`src/design/sap_pkg.sv`:
```
// Shared widths and constants for the shelf atlas packer.
package sap_pkg;

  localparam int DIM_W       = 13;  // rectangle and atlas dimension fields
  localparam int POS_W       = 12;  // placement coordinate fields
  localparam int IDX_W       = 16;  // atlas index field
  localparam int SHIFT_W     = $clog2(DIM_W + 1);
  localparam int IN_FIELDS_W = 2 * DIM_W;
  localparam int IN_TDATA_W  = ((IN_FIELDS_W + 7) / 8) * 8;
  localparam int IN_PAD_W    = IN_TDATA_W - IN_FIELDS_W;
  localparam int OUT_FIELDS_W = 2 * POS_W + IDX_W + 2 * DIM_W;
  localparam int OUT_TDATA_W  = ((OUT_FIELDS_W + 7) / 8) * 8;
  localparam int OUT_PAD_W    = OUT_TDATA_W - OUT_FIELDS_W;

  localparam logic [DIM_W-1:0] RESET_MIN_SIZE = DIM_W'(256);
  localparam logic [IDX_W-1:0] ATLAS_IDX_INIT = '1;

endpackage

```
`src/design/sap_grow.sv`:
```
// Atlas dimension growth: double until the rectangle is covered, saturate at the maximum.
module sap_grow
  import sap_pkg::*;
#(
  parameter int MAX_ATLAS_SIZE = 4096
) (
  input  logic [((($clog2(MAX_ATLAS_SIZE + 1)) > DIM_W) ?
                 $clog2(MAX_ATLAS_SIZE + 1) : DIM_W)-1:0] size_i,
  input  logic [DIM_W-1:0]                              need_i,
  output logic [((($clog2(MAX_ATLAS_SIZE + 1)) > DIM_W) ?
                 $clog2(MAX_ATLAS_SIZE + 1) : DIM_W)-1:0] size_o
);

  localparam int SW = ($clog2(MAX_ATLAS_SIZE + 1) > DIM_W) ?
                      $clog2(MAX_ATLAS_SIZE + 1) : DIM_W;
  localparam int PW = SW + DIM_W;
  localparam logic [SW-1:0] MAX_S = SW'(MAX_ATLAS_SIZE);
  localparam logic [PW-1:0] MAX_P = PW'(MAX_ATLAS_SIZE);

  logic [DIM_W:0]   hit;
  logic [SHIFT_W-1:0] sel;
  logic [PW-1:0]    shifted;

  // Every doubling count is tested at once; the smallest that covers wins.
  always_comb begin
    for (int k = 0; k <= DIM_W; k++) begin
      hit[k] = ((PW'(size_i) << k) >= PW'(need_i));
    end
    sel = SHIFT_W'(DIM_W);
    for (int k = DIM_W; k >= 0; k--) begin
      if (hit[k]) sel = SHIFT_W'(k);
    end
    shifted = PW'(size_i) << sel;
    if ((size_i >= SW'(need_i)) || (size_i >= MAX_S)) begin
      size_o = size_i;
    end else if (shifted > MAX_P) begin
      size_o = MAX_S;
    end else begin
      size_o = shifted[SW-1:0];
    end
  end

endmodule

```
`src/design/shelf_atlas_packer.sv`:
```
// Shelf atlas packer top level: placement logic between an input and a result register.
//
// Places one rectangle per clock unless a stall on out_ holds it: an item
// accepted on in_ is held in the input register while the placement, shelf
// update and atlas growth are worked out against the packer state, and its
// result goes to the result register and leaves on out_. The rate is set by the
// single state update per item (cursor, shelf and atlas size are read and
// rewritten in the same cycle). The result register and the input register let
// a new transfer be taken while a result is still waiting on out_. A zero width
// or height is placed as one pixel. The minimum atlas size is written through
// cfg_ into the current size registers, only while no atlas has been started;
// the user is to write it while the block is idle, which is not enforced.
module shelf_atlas_packer
  import sap_pkg::*;
#(
  parameter int MAX_ATLAS_SIZE = 4096
) (
  input  logic                   clk,
  input  logic                   rst_n,
  // rect_width [12:0], rect_height [25:13], zero padding above
  input  logic [IN_TDATA_W-1:0]  in_tdata,
  input  logic                   in_tvalid,
  output logic                   in_tready,
  // place_x [11:0], place_y [23:12], atlas_index [39:24],
  // atlas_width [52:40], atlas_height [65:53], zero padding above
  output logic [OUT_TDATA_W-1:0] out_tdata,
  // new_atlas [0]
  output logic                   out_tuser,
  output logic                   out_tvalid,
  input  logic                   out_tready,
  input  logic                   cfg_wr_en,
  input  logic [DIM_W-1:0]       cfg_wr_data
);

  localparam int SW = ($clog2(MAX_ATLAS_SIZE + 1) > DIM_W) ?
                      $clog2(MAX_ATLAS_SIZE + 1) : DIM_W;
  localparam logic [SW-1:0] MAX_S = SW'(MAX_ATLAS_SIZE);

  logic             in_vld_r;
  logic [DIM_W-1:0] in_w_r, in_h_r;
  logic             out_vld_r;
  logic [OUT_TDATA_W-1:0] out_data_r;
  logic             out_user_r;

  logic [SW-1:0]    cur_w_r, cur_h_r;
  logic [SW-1:0]    cursor_x_r, shelf_top_r, shelf_bot_r;
  logic             atlas_open_r;
  logic [IDX_W-1:0] atlas_cnt_r;

  logic             advance, step;
  logic [DIM_W-1:0] in_w_fix, in_h_fix;
  logic [SW-1:0]    rw, rh, room, u0, v0, u, v;
  logic             wrap, fit_pre, placed;
  logic [SW-1:0]    grow_w, grow_h;
  logic [SW-1:0]    cur_w_nxt, cur_h_nxt, cursor_x_nxt, shelf_bot_nxt, sb_base, bot;
  logic [SW:0]      sum_x, sum_y;
  logic [IDX_W-1:0] atlas_cnt_nxt;
  logic [SW-1:0]    cfg_size;

  assign advance   = !out_vld_r || out_tready;
  assign step      = in_vld_r && advance;
  assign in_tready = !in_vld_r || advance;

  assign in_w_fix = (in_tdata[DIM_W-1:0] == '0) ? DIM_W'(1) : in_tdata[DIM_W-1:0];
  assign in_h_fix = (in_tdata[2*DIM_W-1:DIM_W] == '0) ? DIM_W'(1)
                                                      : in_tdata[2*DIM_W-1:DIM_W];

  sap_grow #(.MAX_ATLAS_SIZE(MAX_ATLAS_SIZE)) u_grow_w (
    .size_i (cur_w_r),
    .need_i (in_w_r),
    .size_o (grow_w)
  );

  sap_grow #(.MAX_ATLAS_SIZE(MAX_ATLAS_SIZE)) u_grow_h (
    .size_i (cur_h_r),
    .need_i (in_h_r),
    .size_o (grow_h)
  );

  always_comb begin
    rw      = SW'(in_w_r);
    rh      = SW'(in_h_r);
    room    = cur_w_r - cursor_x_r;
    wrap    = rw > room;
    // open a new shelf at the shelf bottom when the current one has too little width left
    u0      = wrap ? '0 : cursor_x_r;
    v0      = wrap ? shelf_bot_r : shelf_top_r;
    fit_pre = atlas_open_r && (rw <= cur_w_r) && (rh <= cur_h_r)
              && (cursor_x_r <= cur_w_r) && (shelf_bot_r <= cur_h_r);
    placed  = fit_pre && (v0 <= cur_h_r) && (rh <= (cur_h_r - v0));

    cur_w_nxt     = placed ? cur_w_r : grow_w;
    cur_h_nxt     = placed ? cur_h_r : grow_h;
    u             = placed ? u0 : '0;
    v             = placed ? v0 : '0;
    sb_base       = placed ? shelf_bot_r : '0;
    atlas_cnt_nxt = placed ? atlas_cnt_r : IDX_W'(atlas_cnt_r + 1'b1);

    // clamp cursor and bottom at the atlas edges
    sum_x        = {1'b0, u} + {1'b0, rw};
    sum_y        = {1'b0, v} + {1'b0, rh};
    cursor_x_nxt = (sum_x > {1'b0, cur_w_nxt}) ? cur_w_nxt : sum_x[SW-1:0];
    bot          = (sum_y > {1'b0, cur_h_nxt}) ? cur_h_nxt : sum_y[SW-1:0];
    shelf_bot_nxt = (bot > sb_base) ? bot : sb_base;

    if (cfg_wr_data == '0) begin
      cfg_size = SW'(1);
    end else if (SW'(cfg_wr_data) > MAX_S) begin
      cfg_size = MAX_S;
    end else begin
      cfg_size = SW'(cfg_wr_data);
    end
  end

  always_ff @(posedge clk) begin
    if (!rst_n) begin
      in_vld_r     <= 1'b0;
      out_vld_r    <= 1'b0;
      cur_w_r      <= SW'(RESET_MIN_SIZE);
      cur_h_r      <= SW'(RESET_MIN_SIZE);
      cursor_x_r   <= '0;
      shelf_top_r  <= '0;
      shelf_bot_r  <= '0;
      atlas_open_r <= 1'b0;
      atlas_cnt_r  <= ATLAS_IDX_INIT;
    end else begin
      if (in_tready) begin
        in_vld_r <= in_tvalid;
      end
      if (advance) begin
        out_vld_r <= in_vld_r;
      end
      if (step) begin
        cur_w_r      <= cur_w_nxt;
        cur_h_r      <= cur_h_nxt;
        cursor_x_r   <= cursor_x_nxt;
        shelf_top_r  <= v;
        shelf_bot_r  <= shelf_bot_nxt;
        atlas_open_r <= 1'b1;
        atlas_cnt_r  <= atlas_cnt_nxt;
      end
      // the size only matters while no atlas has been started
      if (cfg_wr_en) begin
        if (!atlas_open_r) begin
          cur_w_r <= cfg_size;
          cur_h_r <= cfg_size;
        end
      end
    end
  end

  // payload registers: no reset
  always_ff @(posedge clk) begin
    if (in_tvalid && in_tready) begin
      in_w_r <= in_w_fix;
      in_h_r <= in_h_fix;
    end
    if (step) begin
      out_data_r <= {{OUT_PAD_W{1'b0}}, cur_h_nxt[DIM_W-1:0], cur_w_nxt[DIM_W-1:0],
                     atlas_cnt_nxt, v[POS_W-1:0], u[POS_W-1:0]};
      out_user_r <= !placed;
    end
  end

  assign out_tdata  = out_data_r;
  assign out_tuser  = out_user_r;
  assign out_tvalid = out_vld_r;

`ifndef SYNTH
  // a fresh atlas always places at the origin
  assert property (@(posedge clk) disable iff (!rst_n)
    (out_tvalid && out_tuser) |-> (out_tdata[2*POS_W-1:0] == '0))
    else $error("fresh atlas placement not at origin");

  // the atlas index moves up by one whenever a new atlas starts
  assert property (@(posedge clk) disable iff (!rst_n)
    (step && !placed) |=> (atlas_cnt_r == IDX_W'($past(atlas_cnt_r) + 1'b1)))
    else $error("atlas index did not advance on new atlas");

  assert property (@(posedge clk) disable iff (!rst_n)
    step |=> atlas_open_r)
    else $error("atlas not open after placement");

  // cursor and shelf bottom never leave the atlas
  assert property (@(posedge clk) disable iff (!rst_n)
    (cursor_x_r <= cur_w_r) && (shelf_bot_r <= cur_h_r))
    else $error("shelf state outside atlas");
`endif

endmodule
```
`config.mk`:
```
export PLATFORM = sky130hd
export DESIGN_NAME = shelf_atlas_packer
export DESIGN_NICKNAME = d
export VERILOG_FILES = /design/src/design/sap_pkg.sv /design/src/design/sap_grow.sv /design/src/design/shelf_atlas_packer.sv
export SDC_FILE = /design/constraint.sdc
export NUM_CORES = 1
export LEC_CHECK = 0
export ABC_AREA = 1
export BUFFER_PORTS_ARGS = -buffer_cell sky130_fd_sc_hd__buf_2
export CAP_MARGIN = 0
export CORE_MARGIN = 2
export CORE_UTILIZATION = 30
export CTS_CLUSTER_SIZE = 28
export DETAILED_ROUTE_END_ITERATION = 8
export MAX_ROUTING_LAYER = met4
export PLACE_DENSITY_LB_ADDON = 0.12
export SYNTH_ARGS = -nofsm -noshare
export SYNTH_HDL_FRONTEND = slang
export SYNTH_SLANG_ARGS = --single-unit
export TNS_END_PERCENT = 20
```
`constraint.sdc`:
```
create_clock -name clk -period 30.7 [get_ports clk]
set_input_delay 9.21 -clock clk [delete_from_list [all_inputs] [get_ports clk]]
set_output_delay 9.21 -clock clk [all_outputs]
set_load 0.01 [all_outputs]
```
==> flow_summary.json <==
{
  "synth-edff-count": 93,
  "critical_path.endpoint_type": "output port",
  "layout_setup_ws_ps": 11850,
  "synth_largest_area_cell": "ha_1",
  "synth.cell_area_um2": 17900,
  "critical_path.n_buffers_inverters": 3,
  "synth_adder_area_share_pct": 22.4,
  "rows": 89,
  "dp_worst_setup_slack_ps": 11870,
  "worstMarginPinSlew_ps": 1250,
  "p_int_mw": 0.632,
  "fin_nets": 2913,
  "synthTopCellsByCount": "nand2_1, ha_1, inv_1",
  "yosys_warnings": 0,
  "io-pin-count": 125,
  "ctsHoldBuffers": 0,
  "tritoncts.num_buffers": 17,
  "min_delay_path_depth": 2,
  "compound_gate_portion_of_the_synthesized_area_pct": 14.0,
  "netSwitchingFraction_pct": 48.3,
  "rsz0062_at_grt": "false",
  "die-area_um2": 61500,
  "fmax_mhz": 53.1,
  "detail_route.wirelength_um": 64000,
  "final.hold.worst_slack_ps": 464,
  "port_buffers": 112,
  "start_util_pct": 30.3,
  "setup_viol": 0,
  "synth-seq-area-share_pct": 25.1,
  "critical_path_peak_fanout": 3,
  "dp.final_hpwl_um": 48200,
  "period_share_pct": 61.4,
  "criticalPathCategory": "input port to output port",
  "grt_start_max_net_pins": 95,
  "cp_data_arrival_time_ps": 9640,
  "postSynthRegisterBits": 177,
  "slew_violations": 0,
  "netlist-cell-type-count": 61,
  "synthesis.area_per_instance_um2": 7.23,
  "htree_num_levels": 4,
  "comb_power_share_pct": 57.0,
  "yosysMostFrequentCell": "nand2_1",
  "cellLeakagePower_nw": 9.34,
  "crit_family": "buffers and inverters",
  "gpl.final_weighted_congestion": 0.916,
  "cts_max_path_buffers": 2,
  "dominantRegCellSynth": "edfxtp_1",
  "cap_violations": 0,
  "worstSetupStartpointType": "input port",
  "die_height_um": 248,
  "share_clk_of_total_power_pct": 18.4,
  "r2r.worst_path.cells": 81,
  "cts.sink_count": 177,
  "critPathMaxStageDelay_ps": 170,
  "first_global_vias": 16700,
  "clk_pin_slew_worst_paths_ps": 70,
  "synth_top_family_by_area": "simple AND/OR/NAND/NOR gates",
  "cts_resized": 0,
  "fill_cells": 6288,
  "path_common_cell": "buf_2",
  "hold_fails_final_rpt": 0,
  "final_util_pct": 33.7,
  "routed-via-count": 17000,
  "antenna_found_initial": 4,
  "combined_global_route_utilization_of_all_metal_layers_pct": 21.6,
  "clkLatencyLatePin_ps": 460,
  "ff_to_ff_start": "cur_w_r[0]$_SDFF_PN0_",
  "vias_per_cell": 5.10,
  "hold_start": "cursor_x_r[8]$_SDFFE_PN0P_",
  "wl_per_cell_um": 19.2,
  "drt_drc": 0,
  "ant_nets": 0,
  "ys_top_cells_by_area": "ha_1, edfxtp_1, nand2_1, dfxtp_1, a21oi_1",
  "p_per_area_nw_per_um2": 61.6,
  "switching_power_mw": 0.589,
  "post_synthesis_mux_area_share_pct": 0.0560,
  "wire_length_of_the_first_global_routing_pass_um": 97300,
  "clock_tree.root_cell": "clkbuf_16",
  "regToRegSetupSlack_ps": 14910,
  "final_layout_size_suffix_gt1_share_pct": 10.5,
  "placeableCoreArea_um2": 58900,
  "min_to": "cursor_x_r[8]$_SDFFE_PN0P_",
  "syn-instance-count": 2470,
  "synth-simple-area-share_pct": 27.5,
  "yosys.area_share.xor_xnor_pct": 2.75,
  "floorplan.die.width_um": 248,
  "r2r-end": "shelf_bot_r[3]$_SDFFE_PN0P_",
  "power.ir.vdd_worst_uv": 43.2,
  "drt-initial-drc-count": 1085,
  "drt_pre_antenna_iters": 5,
  "required_ps": 21490,
  "cts_post_setup_buffers_inserted": 0,
  "min-delay-path-class": "flip-flop to flip-flop",
  "asyncSetResetFlopFracSynth_pct": 0,
  "overflow": 0,
  "outcome": "completed",
  "tritoncts_clock_tree": "yes",
  "seq_power_share_pct": 24.7,
  "crit_path_cell_trace": "buf_2 -> inv_1 -> nand3_1 -> buf_2",
  "finalSetupTns_ps": 0,
  "finalCriticalPeriod_ps": 18850,
  "synthDominantCellAreaShare_pct": 21.9,
  "max_slew_margin_pct": 16.9,
  "clock_skew_ps": 10.9,
  "areaGrowthSynthToFinish_pct": 11.0,
  "slowest_stage": "buf_2"
}
[area by class of cell]
| cell class | instances | area [um2] | share of cell area, % |
|---|---|---|---|
| Clock buffer | 20 | 468 | 2.36 |
| Antenna cell | 4 | 10.0 | 0.0505 |
| Multi-Input combinational cell | 1922 | 11900 | 60.2 |
| Tap cell | 773 | 967 | 4.88 |
| Timing Repair Buffer | 139 | 763 | 3.85 |
| Inverter | 289 | 1090 | 5.49 |
| Sequential cell | 177 | 4470 | 22.6 |
| Clock inverter | 12 | 121 | 0.612 |
[placed cells by master (no fill, tap or decap), types with 4 or more instances in the layout]
cell / count
a211oi_1: 9
a21oi_1: 257
a21oi_2: 4
a221oi_1: 4
a31oi_1: 8
and2_1: 6
buf_2: 112
buf_4: 27
clkbuf_16: 18
conb_1: 6
dfxtp_1: 84
diode_2: 4
edfxtp_1: 93
fa_1: 4
ha_1: 313
inv_1: 279
inv_2: 6
nand2_1: 486
nand2_2: 45
nand2_4: 8
nand3_1: 186
nand3_2: 7
nand4_1: 52
nor2_1: 219
nor2_2: 6
nor3_1: 45
nor4_1: 20
o211ai_1: 11
o21ai_0: 90
o21ai_1: 5
o21bai_1: 18
o221ai_1: 8
or2_2: 9
xnor2_1: 12
xor2_1: 44
[power by group through the flow]
stage | Sequential (mW) | Combinational [mW] | Clock (mW)
CTS | 0.302 | 0.697 | 0.231
floorplan | 0.305 | 0.506 | 0
detailed placement | 0.307 | 0.693 | 0
global route | 0.304 | 0.798 | 0.241
finish | 0.301 | 0.695 | 0.224
global placement | 0.307 | 0.684 | 0
[worst max-delay path by stage]
| stage | slack, ps | end | startpoint | depth (start not counted) |
|---|---|---|---|---|
| finish | 11850 | in_tready | out_tready | 4 |
| floorplan | 12100 | in_tready | out_tready | 2 |
| global placement | 11870 | in_tready | out_tready | 4 |
| global route | 11810 | in_tready | out_tready | 4 |
| CTS | 11860 | in_tready | out_tready | 4 |
| detailed placement | 11870 | in_tready | out_tready | 4 |
[per-layer routing]
metal | vias up | GRT usage [%] | share of wire (%)
met2 | 364 | 35.2 | 47
met1 | 7957 | 27.4 | 46
met4 | 0 | 7.13 | 3.1
met5 | - | - | 0
met3 | 83 | 3.00 | 4.5
li1 | 8615 | - | -
[tightest hold or removal path, delay by kind of cell, from the launching register on]
family	cells	cell delay [ps]
AO/OA/AOI/OAI	1	50
flip-flops	1	310
AND/OR/NAND/NOR	1	60
[state kept, by name, summed over array words and instances, names as in the netlist, 13 cells and up]
register and flops:
in_w_r 13, cur_w_r 13, atlas_cnt_r 16, cur_h_r 13, shelf_top_r 13, in_h_r 13, cursor_x_r 13, out_tdata 66
shelf_bot_r 13
[per-stage QoR]
stage          power [mW]  instances  instance area (um2)
2_1_floorplan       0.811       2475                17900
3_3_place_gp        0.991       3300                19200
3_5_place_dp         1.00       3300                19200
4_1_cts              1.23       3332                19800
5_1_grt              1.34       3334                19800
6_report             1.22       3336                19800
[cells by family after synthesis]
kind of cell	after synthesis
AO/OA/AOI/OAI	443
XOR/XNOR	56
adder cells (fa/ha/maj)	317
buffers and inverters	376
flip-flops	177
multiplexers	1
other	1
AND/OR/NAND/NOR	1099
Power figures use the tool's default switching activity.
